--- config.mk ---
export PLATFORM = sky130hd
export DESIGN_NAME = url_percent_decoder
export DESIGN_NICKNAME = d
export VERILOG_FILES = /design/src/upd_pkg.sv /design/src/upd_front.sv /design/src/upd_queue.sv /design/src/upd_back.sv /design/src/url_percent_decoder.sv
export SDC_FILE = /design/constraint.sdc
export NUM_CORES = 1
export LEC_CHECK = 0
export BUFFER_PORTS_ARGS = -buffer_cell sky130_fd_sc_hd__buf_2
export CORE_MARGIN = 1
export CORE_UTILIZATION = 40
export DETAILED_ROUTE_END_ITERATION = 10
export SLEW_MARGIN = 20
export SYNTH_ARGS = -nofsm -noshare
export SYNTH_HDL_FRONTEND = slang
export SYNTH_SLANG_ARGS = --single-unit
--- constraint.sdc ---
create_clock -name clk -period 4.35 [get_ports clk]
set_input_delay 0.6525 -clock clk [delete_from_list [all_inputs] [get_ports clk]]
set_output_delay 0.6525 -clock clk [all_outputs]
set_load 0.02 [all_outputs]
--- src/upd_pkg.sv ---
// ----------------------------------------------------------------------------
// URL percent decoder package
// Shared types, constants and character helpers for the decoder modules.
// ----------------------------------------------------------------------------
`default_nettype none

package upd_pkg;

	// Escape introducer character.
	localparam logic [7:0] PERCENT_CHAR = 8'h25;

	// Default number of entries in the queue between front and back.
	localparam int QUEUE_DEPTH_DEFAULT = 4;

	// Escape tracking phase of the front end.
	typedef enum logic [1:0] {
		PH_IDLE  = 2'd0,
		PH_PCT   = 2'd1,
		PH_DIGIT = 2'd2
	} phase_t;

	// One classified input word: up to three output bytes and a last flag.
	typedef struct packed {
		logic [7:0] b0;
		logic [7:0] b1;
		logic [7:0] b2;
		logic [1:0] cnt;
		logic       last;
	} upd_entry_t;

	// True for 0-9, a-f and A-F.
	function automatic logic is_hex(input logic [7:0] b);
		is_hex = ((b >= 8'h30) && (b <= 8'h39)) ||
			((b >= 8'h61) && (b <= 8'h66)) ||
			((b >= 8'h41) && (b <= 8'h46));
	endfunction

	// Nibble value of a hex character; zero for anything else.
	function automatic logic [3:0] hex_value(input logic [7:0] b);
		logic [7:0] v;
		v = 8'h00;
		if ((b >= 8'h30) && (b <= 8'h39)) begin
			v = b - 8'h30;
		end else if ((b >= 8'h61) && (b <= 8'h66)) begin
			v = b - 8'h57;
		end else if ((b >= 8'h41) && (b <= 8'h46)) begin
			v = b - 8'h37;
		end
		hex_value = v[3:0];
	endfunction

endpackage

`default_nettype wire

--- src/upd_front.sv ---
// ----------------------------------------------------------------------------
// URL percent decoder front end
// Accepts raw bytes, tracks escape state and turns each input word into a
// queue entry holding the zero to three bytes that it produces.
// ----------------------------------------------------------------------------
`default_nettype none

module upd_front (
	input  wire logic               clk,
	input  wire logic               arst_n,
	input  wire logic               in_valid,
	output logic                    in_stall,
	input  wire logic [7:0]         in_byte,
	input  wire logic               in_last,
	input  wire logic               q_full,
	output logic                    push,
	output upd_pkg::upd_entry_t     push_data
);
	import upd_pkg::*;

	phase_t     phase_q;
	phase_t     phase_d;
	logic [7:0] held_q;
	logic [7:0] held_d;
	logic       accept;
	logic       b_hex;
	logic       b_pct;
	logic [7:0] s0;
	logic [7:0] s1;
	logic [7:0] s2;
	logic [1:0] n;

	// A word is taken whenever the queue has room.
	assign in_stall = q_full;
	assign accept   = in_valid && !q_full;
	assign b_hex    = is_hex(in_byte);
	assign b_pct    = (in_byte == PERCENT_CHAR);

	// Classify the word against the pending escape, then flush on last.
	always_comb begin
		phase_d = phase_q;
		held_d  = held_q;
		s0      = 8'h00;
		s1      = 8'h00;
		s2      = 8'h00;
		n       = 2'd0;
		case (phase_q)
			PH_PCT: begin
				if (b_hex) begin
					phase_d = PH_DIGIT;
					held_d  = in_byte;
				end else if (b_pct) begin
					s0      = PERCENT_CHAR;
					n       = 2'd1;
					phase_d = PH_PCT;
				end else begin
					s0      = PERCENT_CHAR;
					s1      = in_byte;
					n       = 2'd2;
					phase_d = PH_IDLE;
				end
			end
			PH_DIGIT: begin
				if (b_hex) begin
					s0      = {hex_value(held_q), hex_value(in_byte)};
					n       = 2'd1;
					phase_d = PH_IDLE;
				end else if (b_pct) begin
					s0      = PERCENT_CHAR;
					s1      = held_q;
					n       = 2'd2;
					phase_d = PH_PCT;
				end else begin
					s0      = PERCENT_CHAR;
					s1      = held_q;
					s2      = in_byte;
					n       = 2'd3;
					phase_d = PH_IDLE;
				end
			end
			default: begin
				if (b_pct) begin
					phase_d = PH_PCT;
				end else begin
					s0      = in_byte;
					n       = 2'd1;
					phase_d = PH_IDLE;
				end
			end
		endcase

		// On the last word, pending characters come out as plain bytes.
		if (in_last) begin
			if (phase_d == PH_PCT) begin
				case (n)
					2'd0: s0 = PERCENT_CHAR;
					2'd1: s1 = PERCENT_CHAR;
					default: s2 = PERCENT_CHAR;
				endcase
				n = n + 2'd1;
			end else if (phase_d == PH_DIGIT) begin
				s0 = PERCENT_CHAR;
				s1 = held_d;
				n  = 2'd2;
			end
			phase_d = PH_IDLE;
			held_d  = 8'h00;
		end
	end

	// Queue entry for this word; words that produce nothing are dropped.
	always_comb begin
		push           = accept && (n != 2'd0);
		push_data.b0   = s0;
		push_data.b1   = s1;
		push_data.b2   = s2;
		push_data.cnt  = n;
		push_data.last = in_last;
	end

	// Escape state registers.
	always_ff @(posedge clk or negedge arst_n) begin
		if (!arst_n) begin
			phase_q <= PH_IDLE;
			held_q  <= 8'h00;
		end else if (accept) begin
			phase_q <= phase_d;
			held_q  <= held_d;
		end
	end

endmodule

`default_nettype wire

--- src/upd_queue.sv ---
// ----------------------------------------------------------------------------
// URL percent decoder entry queue
// Small first-in first-out queue that decouples the front and back ends.
// ----------------------------------------------------------------------------
`default_nettype none

module upd_queue #(
	parameter int DEPTH = upd_pkg::QUEUE_DEPTH_DEFAULT
) (
	input  wire logic                clk,
	input  wire logic                arst_n,
	input  wire logic                push,
	input  wire upd_pkg::upd_entry_t push_data,
	output logic                     full,
	input  wire logic                pop,
	output upd_pkg::upd_entry_t      head,
	output logic                     not_empty
);
	import upd_pkg::*;

	localparam int PW = (DEPTH > 1) ? $clog2(DEPTH) : 1;
	localparam int CW = $clog2(DEPTH + 1);

	upd_entry_t     entries_q [DEPTH];
	logic [PW-1:0]  wr_ptr_q;
	logic [PW-1:0]  rd_ptr_q;
	logic [CW-1:0]  count_q;

	assign full      = (count_q == CW'(DEPTH));
	assign not_empty = (count_q != '0);
	assign head      = entries_q[rd_ptr_q];

	// Entry storage.
	always_ff @(posedge clk) begin
		if (push) begin
			entries_q[wr_ptr_q] <= push_data;
		end
	end

	// Pointers and fill count.
	always_ff @(posedge clk or negedge arst_n) begin
		if (!arst_n) begin
			wr_ptr_q <= '0;
			rd_ptr_q <= '0;
			count_q  <= '0;
		end else begin
			if (push) begin
				wr_ptr_q <= (wr_ptr_q == PW'(DEPTH - 1)) ? '0 : wr_ptr_q + 1'b1;
			end
			if (pop) begin
				rd_ptr_q <= (rd_ptr_q == PW'(DEPTH - 1)) ? '0 : rd_ptr_q + 1'b1;
			end
			if (push && !pop) begin
				count_q <= count_q + 1'b1;
			end else if (pop && !push) begin
				count_q <= count_q - 1'b1;
			end
		end
	end

endmodule

`default_nettype wire

--- src/upd_back.sv ---
// ----------------------------------------------------------------------------
// URL percent decoder back end
// Walks the bytes of the head queue entry one per cycle, while out_stall is low, into the output
// register, marking the final byte of a string.
// ----------------------------------------------------------------------------
`default_nettype none

module upd_back (
	input  wire logic                clk,
	input  wire logic                arst_n,
	input  wire upd_pkg::upd_entry_t head,
	input  wire logic                head_valid,
	output logic                     pop,
	output logic                     out_valid,
	input  wire logic                out_stall,
	output logic [7:0]               out_byte,
	output logic                     out_last
);
	import upd_pkg::*;

	logic       out_valid_q;
	logic [7:0] out_byte_q;
	logic       out_last_q;
	logic [1:0] idx_q;
	logic [1:0] idx_inc;
	logic       load;
	logic       take;
	logic       final_byte;
	logic [7:0] sel_byte;

	// The output register refills when empty or when its word is taken.
	assign load       = !out_valid_q || !out_stall;
	assign take       = load && head_valid;
	assign idx_inc    = idx_q + 2'd1;
	assign final_byte = (idx_inc == head.cnt);
	assign pop        = take && final_byte;

	// Pick the current byte of the head entry.
	always_comb begin
		case (idx_q)
			2'd0:    sel_byte = head.b0;
			2'd1:    sel_byte = head.b1;
			default: sel_byte = head.b2;
		endcase
	end

	// Control registers.
	always_ff @(posedge clk or negedge arst_n) begin
		if (!arst_n) begin
			out_valid_q <= 1'b0;
			idx_q       <= 2'd0;
		end else begin
			if (load) begin
				out_valid_q <= head_valid;
			end
			if (take) begin
				idx_q <= final_byte ? 2'd0 : idx_inc;
			end
		end
	end

	// Output payload.
	always_ff @(posedge clk) begin
		if (take) begin
			out_byte_q <= sel_byte;
			out_last_q <= head.last && final_byte;
		end
	end

	assign out_valid = out_valid_q;
	assign out_byte  = out_byte_q;
	assign out_last  = out_last_q;

endmodule

`default_nettype wire

--- src/url_percent_decoder.sv ---
// An accepted byte passes through the entry queue and then the output register.
// Throughput: one input byte per cycle while each byte yields at most one word and out_stall is low;
// the output side delivers one word per cycle while out_stall is low, so escapes that expand stall the input.
// The entry queue (QUEUE_DEPTH entries) sets how long the front runs ahead of the output.
// Reset (arst_n low, asynchronous) empties the queue and clears any pending escape.
// ----------------------------------------------------------------------------
// URL percent decoder
// Streaming decoder of %XX escapes with a decoupled front end, queue and back end.
// ----------------------------------------------------------------------------
`default_nettype none

module url_percent_decoder #(
	parameter int QUEUE_DEPTH = upd_pkg::QUEUE_DEPTH_DEFAULT
) (
	input  wire logic       clk,
	input  wire logic       arst_n,
	input  wire logic       in_valid,
	output logic            in_stall,
	input  wire logic [7:0] in_byte,
	input  wire logic       in_last,
	output logic            out_valid,
	input  wire logic       out_stall,
	output logic [7:0]      out_byte,
	output logic            out_last
);
	import upd_pkg::*;

	upd_entry_t push_data;
	upd_entry_t head;
	logic       push;
	logic       pop;
	logic       q_full;
	logic       q_not_empty;

	// Front end: escape tracking and classification.
	upd_front u_front (
		.clk       (clk),
		.arst_n    (arst_n),
		.in_valid  (in_valid),
		.in_stall  (in_stall),
		.in_byte   (in_byte),
		.in_last   (in_last),
		.q_full    (q_full),
		.push      (push),
		.push_data (push_data)
	);

	// Queue between the two ends.
	upd_queue #(
		.DEPTH (QUEUE_DEPTH)
	) u_queue (
		.clk       (clk),
		.arst_n    (arst_n),
		.push      (push),
		.push_data (push_data),
		.full      (q_full),
		.pop       (pop),
		.head      (head),
		.not_empty (q_not_empty)
	);

	// Back end: byte serializer and output register.
	upd_back u_back (
		.clk        (clk),
		.arst_n     (arst_n),
		.head       (head),
		.head_valid (q_not_empty),
		.pop        (pop),
		.out_valid  (out_valid),
		.out_stall  (out_stall),
		.out_byte   (out_byte),
		.out_last   (out_last)
	);

endmodule

`default_nettype wire
==> results.md, run 1 <==
* Status: finished clean
* Max-Cap Viols at 0
* Ranking of synthesized cells by area: edfxtp_1 54%, mux4_2 9.3%, dfrtp_1 7.6%
* Fin crit share at between 80% and 90%
* H-tree depth at 4
* Die X at around 130 um
* Post-CTS Setup Repair Bufs at 0
* Worst r2r src: u_front.phase_q[0]
* # rows at 46
* Core Region at about 0.016 mm2
* Finished Cell Area at ~0.0075 mm2
* Hold_buf cts at 0
* Clock Sinks at approximately 140
* Clock buffer count from CTS at 17
* Syn_nets at between 400 and 500
* Register Area at around 0.0040 mm2
* Root buffer cell: clkbuf_16
* Number of synthesized flops with an enable pin at 117
* Number of global-route vias before repair at ~4000
* HP Class: in -> async
* Max Fclk at about 280 MHz
* Met3 wire len at 626 um
* Tot GR Track Use at roughly 18%
* Static leakage at ~2.6 nW
* Cell area after synthesis at ~0.0066 mm2
* DPL Wire Length at between 9 and 10 mm
* Pin count of the biggest net entering global routing at 28
* Layout Nets at 506
* IO Pins at 24
* Met2 routed WL at about 6.8 mm
* Die footprint at around 0.017 mm2
* Final Hold Vio Count at 0
* Crit Path Category: in -> reg
* Vias per inst at between 5 and 6
* Initial antenna violation count at 0
* CP Launch Type: input port
* Final WL at between 10 and 15 mm
* M1 WL at slightly above 6 mm
* Least-Margin Pin Slew at approximately 0.7 ns
* Number of distinct library cells after synthesis at about 70
* Drt wl/cell at between 15 and 20 um
* PD cells at 611 mW/mm2
* Die Y at ~130 um
* Vias at 3808
* Worst EP arrival at 3.97 ns
* Clk Latency, worst-skew pair at ~0.42 ns
* Final Core Density at between 40% and 50%
* Share of the synthesized area in the top cell type at between 50% and 60%
* Max-slew headroom at 52.3%
* Buffers on Ports at 23
* Clock Skew at 0.00951 ns
* Mean post-synth cell area at roughly 15 um2
* Share of cells above drive strength 1 at between 20% and 30%
* Detail Route Antenna Nets at 0
* First-pass GRT wire length at between 20 and 25 mm
* Flop2flop setup slack at about 0.91 ns
* Post-DP Area at a little under 0.007 mm2
* Critical path startpoint: in_byte[0]
* CTS tree: yes
* Most numerous cell in the Yosys netlist: edfxtp_1
* YS warnings at 0
* Top fanout value on the critical path at 11
* Most used DFF post-synth: edfxtp_1
* Top layer in use: met4
* Clock slew at reported path FFs at roughly 0.06 ns
* Synth area leader: edfxtp_1
* Clock buffer depth at 2
* TNS Setup at 0 ns
* Yosys reg bits at between 100 and 150
* Tmin final at 3.63 ns
* Multi-input gate area at 0.00229 mm2
* Worst EP required at between 4 and 5 ns
* Filler instances at ~1400
* Post-CTS sizing at 0
* GPL Wtd Cong at around 0.89
* CP endpoint kind: flop
* Final Non-Filler Cells at between 700 and 800
* Area grow syn2layout at 14.8%
* VDD IR max at about 300 uV
* Synth Instances at 439
* Initial core utilization at 41.2%
* Post-synth top cells: 117 x edfxtp_1, 27 x mux4_2, 25 x inv_1
* Register area share after synthesis at around three fifths
* Diodes inserted at 0
* Cell count after placement at between 600 and 700
* Unrepaired setup endpoints after global routing: no
* Final Max Tran Viols at 0
* Final setup fails at 0
* Ys async rst share at between 10% and 20%
* Global route overflow at 0
* Drt first pass iters at 4
* First DRT Iteration DRCs at between 200 and 250
* DRC Markers at 0
power by group:
group	total (W)	leakage [nW]	switching, W	internal, W
clock network	0.00139	0.270	0.000534	0.000858
logic	0.00127	1.03	0.000671	0.000597
registers	0.00194	1.34	0.000170	0.00177
sequential cells by signal, indices dropped and copies added (netlist names), 2 cells and up:
register           flops
u_back.idx_q           2
u_back.out_byte        8
u_front.held_q         8
u_front.phase_q        2
u_queue.count_q        3
u_queue.entries_q    108
u_queue.rd_ptr_q       2
u_queue.wr_ptr_q       2
metal layers:
layer,track usage (%),up-vias
met5,0,-
met4,7.66,0
met3,4.84,17
met2,29.3,84
met1,23.4,1925
li1,-,1782
layout by cell type (no fill, tap or decap), types with 4 or more instances in the layout:
master	synthesis	final
nor2_1	16	16
mux4_2	27	27
nor3_1	13	13
nand2_1	19	19
a22oi_1	21	21
or3_1	5	5
dfrtp_1	20	19
a32oi_1	5	5
a21o_1	4	4
clkbuf_16	0	17
nand2b_1	6	6
xor2_1	4	4
and2_1	8	8
buf_4	1	13
clkinvlp_4	0	4
o22ai_1	4	4
ha_1	20	20
inv_1	25	25
buf_12	0	4
buf_2	5	23
a21oi_1	13	13
edfxtp_1	117	117
o21ai_0	20	20
xnor2_1	4	4
worst max-delay path, stage by stage:
cell	delay (ns)
buf_2	0.22
inv_1	0.10
ha_1	0.23
o311ai_2	0.44
o21ai_4	0.11
or3_1	0.39
ha_1	0.31
o21ai_0	0.15
o2bb2ai_4	0.24
ha_1	0.21
inv_1	0.07
fa_1	0.43
xor2_1	0.17
nor2_1	0.12
xor2_1	0.15
area by class of cell:
cell class	instances	area share (%)
clock inverter	11	1.63
inverter	25	1.25
sequential	137	53.3
multi-input combinational	251	30.4
timing repair buffer	40	3.89
tap	216	3.59
clock buffer	21	5.98
cells by family (layout without fill, tap and decap cells):
family	Yosys count	count (layout)	synth area share, %
adder cells (fa/ha/maj)	21	21	4.12
buffers and inverters	51	97	4.00
AND/OR/NAND/NOR	93	93	7.93
XOR/XNOR	8	8	1.07
AO/OA/AOI/OAI	96	96	11.5
flip-flops	137	137	61.1
multiplexers	33	33	10.3
metrics by stage:
| step | setup slack [ns] | power (W) | hold WS [ns] |
|---|---|---|---|
| after floorplan | 0.370 | 0.00285 | 0.357 |
| after global placement | 0.378 | 0.00324 | 0.471 |
| after detailed placement | 0.280 | 0.00327 | 0.474 |
| after CTS | 0.723 | 0.00467 | 0.186 |
| after global routing | 0.529 | 0.00485 | 0.204 |
| final | 0.719 | 0.00460 | 0.180 |
final timing paths:
path	to	cells past startpoint
setup / recovery	u_queue.count_q[2]	15
setup reg to reg	u_queue.count_q[2]	13
hold / removal	u_queue.rd_ptr_q[0]	1
hold reg to reg	u_queue.count_q[2]	1
max in group asynchronous	u_queue.rd_ptr_q[0]	1
min in group clk	u_back.out_valid	3
Power figures use the tool's default switching activity.
==> run 2, diff against run 1 <==
Clock period 4.35 ns to 3 ns, I/O delays scaled along.
==> run 2 against run 1 <==
Against the previous run:
- the run now ends with hold timing left
- critical endpoint unchanged
- wire length is 4.4% higher
- sequential power increased by 42%
- combinational power rose by 57%
- register-to-register slack got worse by 0.74 ns
- count of clock-buffer cells in the layout decreased by 1
- largest power group unchanged
==> results.md, run 2 (synthesis gave the netlist of run 1 again) <==
* Detail Route Antenna Nets at 0
* Number of global-route vias before repair at just over 4000
* Die Y at around 130 um
* Violated checks: hold timing
* HP Class: in -> async
* Initial core utilization at roughly two fifths
* Clock Sinks at between 100 and 150
* Worst EP arrival at roughly 3.2 ns
* Total power at between 0.006 and 0.007 W
* Switching fraction of total power at 30.1%
* Worst path buffer plus inverter count at 3
* H-tree depth at 4
* Global route overflow at 0
* First DRT Iteration DRCs at 295
* Unrepaired setup endpoints after global routing: no
* Final Core Density at between 40% and 50%
* Drt first pass iters at 5
* Least-Margin Pin Slew at around 0.76 ns
* Post-CTS Setup Repair Bufs at 0
* Most frequent cells in the layout: 117 x edfxtp_1, 39 x buf_4, 27 x mux4_2
* Reg power frac at between 40% and 50%
* R2R cell count at 9
* Worst r2r src: u_queue.rd_ptr_q[0]
* Clock network power share at 31.0%
* Clock buffer count from CTS at 17
* Clock buffer depth at 2
* Tot GR Track Use at a little under a fifth
* Share of cells above drive strength 1 at between 30% and 40%
* Final setup fails at 0
* Slowest-stage cell, CP: or3b_4
* Die X at ~130 um
* VDD IR max at 563 uV
* Max Fclk at approximately 350 MHz
* Register Area at between 0.004 and 0.005 mm2
* Pin count of the biggest net entering global routing at 28
* GPL Wtd Cong at 0.839
* Tmin final at 2.89 ns
* Layout Nets at between 500 and 600
* Hold_buf cts at 0
* Multi-input gate area at between 0.002 and 0.0025 mm2
* Clk Latency, worst-skew pair at slightly above 0.4 ns
* Filler instances at 1378
* First-pass GRT wire length at 23.2 mm
* Fin crit share at a little over nine tenths
* Clock Skew at 0.00925 ns
* Final WL at between 10 and 15 mm
* Buffers on Ports at 23
* Area grow syn2layout at 19.8%
* Root buffer cell: clkbuf_16
* Max-slew headroom at between 40% and 50%
* DRC Markers at 0
* Reg2reg end: u_queue.count_q[1]
* Number of flip-flops in the largest register at 108
* Top fanout value on the critical path at 3
* Crit path largest cell delay at a little over 0.4 ns
* Clock slew at reported path FFs at roughly 0.06 ns
* # rows at between 40 and 50
* Flop2flop setup slack at between 0.15 and 0.2 ns
* Comb pwr share at 29.0%
* Final Max Tran Viols at 0
* Vias at between 3000 and 4000
* DPL Wire Length at 9.72 mm
* Core Region at around 0.016 mm2
* Internal at just under 0.005 W
* Cell with the most instances on the worst path: ha_4
* Commonest non-fill, non-tap cell in the layout: edfxtp_1
* Largest register by flop count: u_queue.entries_q
* Switching power total at ~0.0021 W
* Cell family with most CP delay: adder cells
* Drt wl/cell at 19.8 um
* Vias per inst at between 5 and 6
* CP endpoint kind: flop
* Worst EP required at 3.33 ns
* CTS tree: yes
* Diodes inserted at 0
* Max-Cap Viols at 0
* Initial antenna violation count at 0
* Crit Path Category: in -> reg
* Final Hold Vio Count at 16
* Static leakage at around 2.8 nW
* PD cells at between 800 and 900 mW/mm2
* CP Launch Type: input port
* Worst hold slack at -0.00389 ns
* IO Pins at 24
* Post-CTS sizing at 0
* CP Cell Sequence: buf_2 -> inv_6 -> ha_4 -> or3b_4 -> o311ai_4 -> o21ai_4 -> or3_4 -> ha_4 -> o21ai_4 -> o2bb2ai_4 -> ha_4 -> inv_2 -> fa_2 -> xor2_1 -> nor2_1 -> xor2_1
* Die footprint at 0.0169 mm2
* Status: finished with violations
run 2: how the worst max path moves through the flow:
stage                     slack [ns]  startpoint  depth (start not counted)                  to
final                           0.11  in_byte[1]                         16  u_queue.count_q[2]
after global routing           0.008  in_byte[1]                         16  u_queue.count_q[2]
after CTS                       0.11  in_byte[1]                         16  u_queue.count_q[2]
after detailed placement       -0.31  in_byte[1]                         16  u_queue.count_q[2]
after global placement         -0.26  in_byte[1]                         16  u_queue.count_q[2]
after floorplan                -0.37  in_byte[1]                         17  u_queue.count_q[2]
run 2: layout make-up:
type | count | area share [%]
sequential | 137 | 51.0
multi-input combinational | 251 | 30.4
timing repair buffer | 66 | 6.20
clock buffer | 20 | 5.55
tap | 216 | 3.44
clock inverter | 12 | 2.10
inverter | 25 | 1.26
run 2: per-stage QoR:
| stage | worst slack (ns) | TNS (ns) | std cells | instance area, um2 | hold slack, ns |
|---|---|---|---|---|---|
| floorplan | -0.374 | -26.61 | 439 | 6690 | 0.154 |
| global placement | -0.257 | -14.27 | 695 | 7260 | 0.426 |
| detailed placement | -0.308 | -18.21 | 695 | 7260 | 0.442 |
| CTS | 0.115 | 0 | 727 | 7870 | 0.000109 |
| global route | 0.00763 | 0 | 727 | 7870 | 0.0280 |
| finish | 0.114 | 0 | 727 | 7870 | -0.00389 |
run 2: power groups by stage:
stage	Sequential [W]	Clock, W	Combinational, W
3_5_place_dp	0.00279	0	0.00203
6_report	0.00275	0.00213	0.00200
5_1_grt	0.00280	0.00224	0.00220
3_3_place_gp	0.00277	0	0.00199
2_1_floorplan	0.00282	0	0.00136
4_1_cts	0.00276	0.00217	0.00205
run 2: metal layers:
| metal | vias to the layer above | global-route usage, % | part of all wire [%] |
|---|---|---|---|
| met5 | - | 0 | 0 |
| li1 | 1835 | - | - |
| met4 | 0 | 6.50 | 1.5 |
| met1 | 2005 | 26.0 | 46 |
| met3 | 17 | 3.49 | 4.7 |
| met2 | 114 | 29.9 | 48 |
==> run 3, diff against run 2 <==
==> constraint.sdc (replaced) <==
create_clock -name clk -period 3 [get_ports clk]
set_input_delay 0.3 -clock clk [delete_from_list [all_inputs] [get_ports clk]]
set_output_delay 0.3 -clock clk [all_outputs]
set_load 0.02 [all_outputs]
==> run 3 against run 2 <==
Against the previous run:
- the flow now finishes without violations
- combinational power rose by 3%
- core utilization is 0.49 points higher
- sequential power hardly changed
- sequential share of layout area is 0.50 points lower
- first-iteration DRC count increased by 8.5%
- maximum frequency increased by 2.3%
- final cell count increased by 1.2%
- worst hold slack improved by 0.092 ns
- global-route usage fell by 0.25 points
- clock skew down 0.00054 ns
- critical endpoint unchanged
- largest cell class unchanged
- largest power group unchanged
==> results.md, run 3 (synthesis gave the netlist of run 1 again) <==
* Tot GR Track Use at between 15 and 20%
* Detail Route Antenna Nets at 0
* Clock Skew at roughly 0.0087 ns
* Min-delay src: out_stall
* Area grow syn2layout at 21.0%
* Internal at between 0.004 and 0.005 W
* Layout Nets at between 500 and 600
* CP endpoint kind: flop
* Clock slew at reported path FFs at roughly 0.06 ns
* Reg power frac at approximately two fifths
* Final setup fails at 0
* Share of cells above drive strength 1 at between 30% and 40%
* Final Hold Vio Count at 0
* Clock network power share at approximately 31%
* Final setup margin at 0.177 ns
* VDD IR max at around 440 uV
* Largest register by flop count: u_queue.entries_q
* Final WL at around 14 mm
* R2R cell count at 12
* Switching fraction of total power at 29.7%
* Root buffer cell: clkbuf_16
* First DRT Iteration DRCs at 320
* IO Pins at 24
* Clk Latency, worst-skew pair at roughly 0.4 ns
* HP Class: in -> reg
* First-pass GRT wire length at between 20 and 25 mm
* Top fanout value on the critical path at 8
* Clock buffer count from CTS at 17
* Initial antenna violation count at 0
* Worst EP required at ~3.3 ns
* Number of global-route vias before repair at ~4100
* DRC Markers at 0
* Cell count after placement at roughly 700
* Max-slew headroom at a little over half
* Drt wl/cell at between 15 and 20 um
* Slowest-stage cell, CP: or3_4
* Worst r2r src: u_front.phase_q[0]
* Cells on Worst Hold Path at 3
* Most frequent cells in the layout: 117 x edfxtp_1, 47 x buf_4, 27 x mux4_2
* Critical path startpoint: u_front.phase_q[0]
* Initial core utilization at between 40% and 50%
* Commonest non-fill, non-tap cell in the layout: edfxtp_1
* Core Region at 0.0159 mm2
* Die X at approximately 130 um
* Final Max Tran Viols at 0
* TNS Setup at 0 ns
* Die Y at 130 um
* Pin count of the biggest net entering global routing at 28
* Max Fclk at 354 MHz
* Crit path largest cell delay at ~0.44 ns
* CTS tree: yes
* Static leakage at about 2.8 nW
* Least-Margin Pin Slew at ~0.69 ns
* Post-CTS sizing at 0
* Vias per inst at 5.41
* Unrepaired setup endpoints after global routing: no
* Number of flip-flops in the largest register at ~110
* Switching power total at 0.00206 W
* Crit Path Category: reg -> reg
* Buffers on Ports at 23
* Clock Sinks at 137
* H-tree depth at 4
* CP Cell Sequence: inv_1 -> ha_1 -> or3_4 -> ha_4 -> o21ai_4 -> o2bb2ai_4 -> ha_4 -> inv_2 -> fa_2 -> xor2_1 -> nor2_1 -> xor2_1
* Max-Cap Viols at 0
* Die footprint at about 0.017 mm2
* GPL Wtd Cong at between 0.8 and 0.9
* Diodes inserted at 0
* Global route overflow at 0
* Fin crit share at 94.1%
* Status: finished clean
* Vias at 3984
* CP Launch Type: flop
* Worst EP arrival at approximately 3.2 ns
* Tmin final at ~2.8 ns
* Final Non-Filler Cells at 736
* Drt first pass iters at 5
* Clock buffer depth at 2
* DPL Wire Length at ~10 mm
* Comb pwr share at between 20% and 30%
* Final Core Density at 49.8%
* Place WS at -0.172 ns
* PD cells at 875 mW/mm2
* # rows at between 40 and 50
## run 3: changes by cell type in the layout (fill, tap and decap cells not counted), sizes merged
| cell | before | now |
|---|---|---|
| inv | 29 | 28 |
| clkinv | 3 | 4 |
| dlygate4sd3 | 0 | 1 |
| buf | 66 | 74 |
## run 3: power groups by stage
stage                     clock network, W  logic, W  registers (W)
after CTS                          0.00219   0.00211        0.00274
final                              0.00216   0.00206        0.00274
after global placement                   0   0.00204        0.00276
after floorplan                          0   0.00136        0.00282
after detailed placement                 0   0.00209        0.00278
after global routing               0.00228   0.00227        0.00278
## run 3: layout make-up
| cell class | instances | area [um2] |
|---|---|---|
| Fill cell | 1332 | 8000 |
| Sequential cell | 137 | 4020 |
| Multi-Input combinational cell | 251 | 2380 |
| Timing Repair Buffer | 75 | 558 |
| Clock buffer | 20 | 457 |
| Tap cell | 216 | 270 |
| Clock inverter | 12 | 163 |
| Inverter | 25 | 98.8 |
## run 3: timing repair
| item | 4_1_cts | 5_1_grt |
|---|---|---|
| hold buffers | 1 | 0 |
| hold endpoints to repair | 20 | 0 |
| buffers inserted | 0 | 0 |
## run 3: layer usage
| metal | wire length (um) | track usage (%) |
|---|---|---|
| met2 | 6900 | 29.8 |
| met4 | 314 | 7.05 |
| met3 | 427 | 4.06 |
| met1 | 6630 | 24.7 |
| met5 | 0 | 0 |
## run 3: path summary, 6_finish.rpt
path                                        to  slack [ns]
max reg2reg                 u_queue.count_q[2]        0.18
min                           u_back.out_valid        0.09
min in group asynchronous     u_back.out_valid        0.39
max                         u_queue.count_q[2]        0.18
max in group asynchronous  u_queue.rd_ptr_q[0]        2.24
min reg2reg                 u_queue.count_q[2]        0.49
## run 3: metrics by stage
step,hold WS [ns],cell area (um2),power (W)
CTS,0.0769,7950,0.00704
detailed placement,0.302,7320,0.00487
global placement,0.285,7320,0.00480
finish,0.0886,7950,0.00695
global route,0.0744,7950,0.00733
floorplan,0.00441,6680,0.00417
## run 3: critical path: cells and delay by family, from the launching register on
family | cells | cell delay (ns)
AND/OR/NAND/NOR | 2 | 0.56
adder cells (fa/ha/maj) | 4 | 1.17
flip-flops | 1 | 0.39
buffers and inverters | 2 | 0.10
XOR/XNOR | 2 | 0.30
AO/OA/AOI/OAI | 2 | 0.22
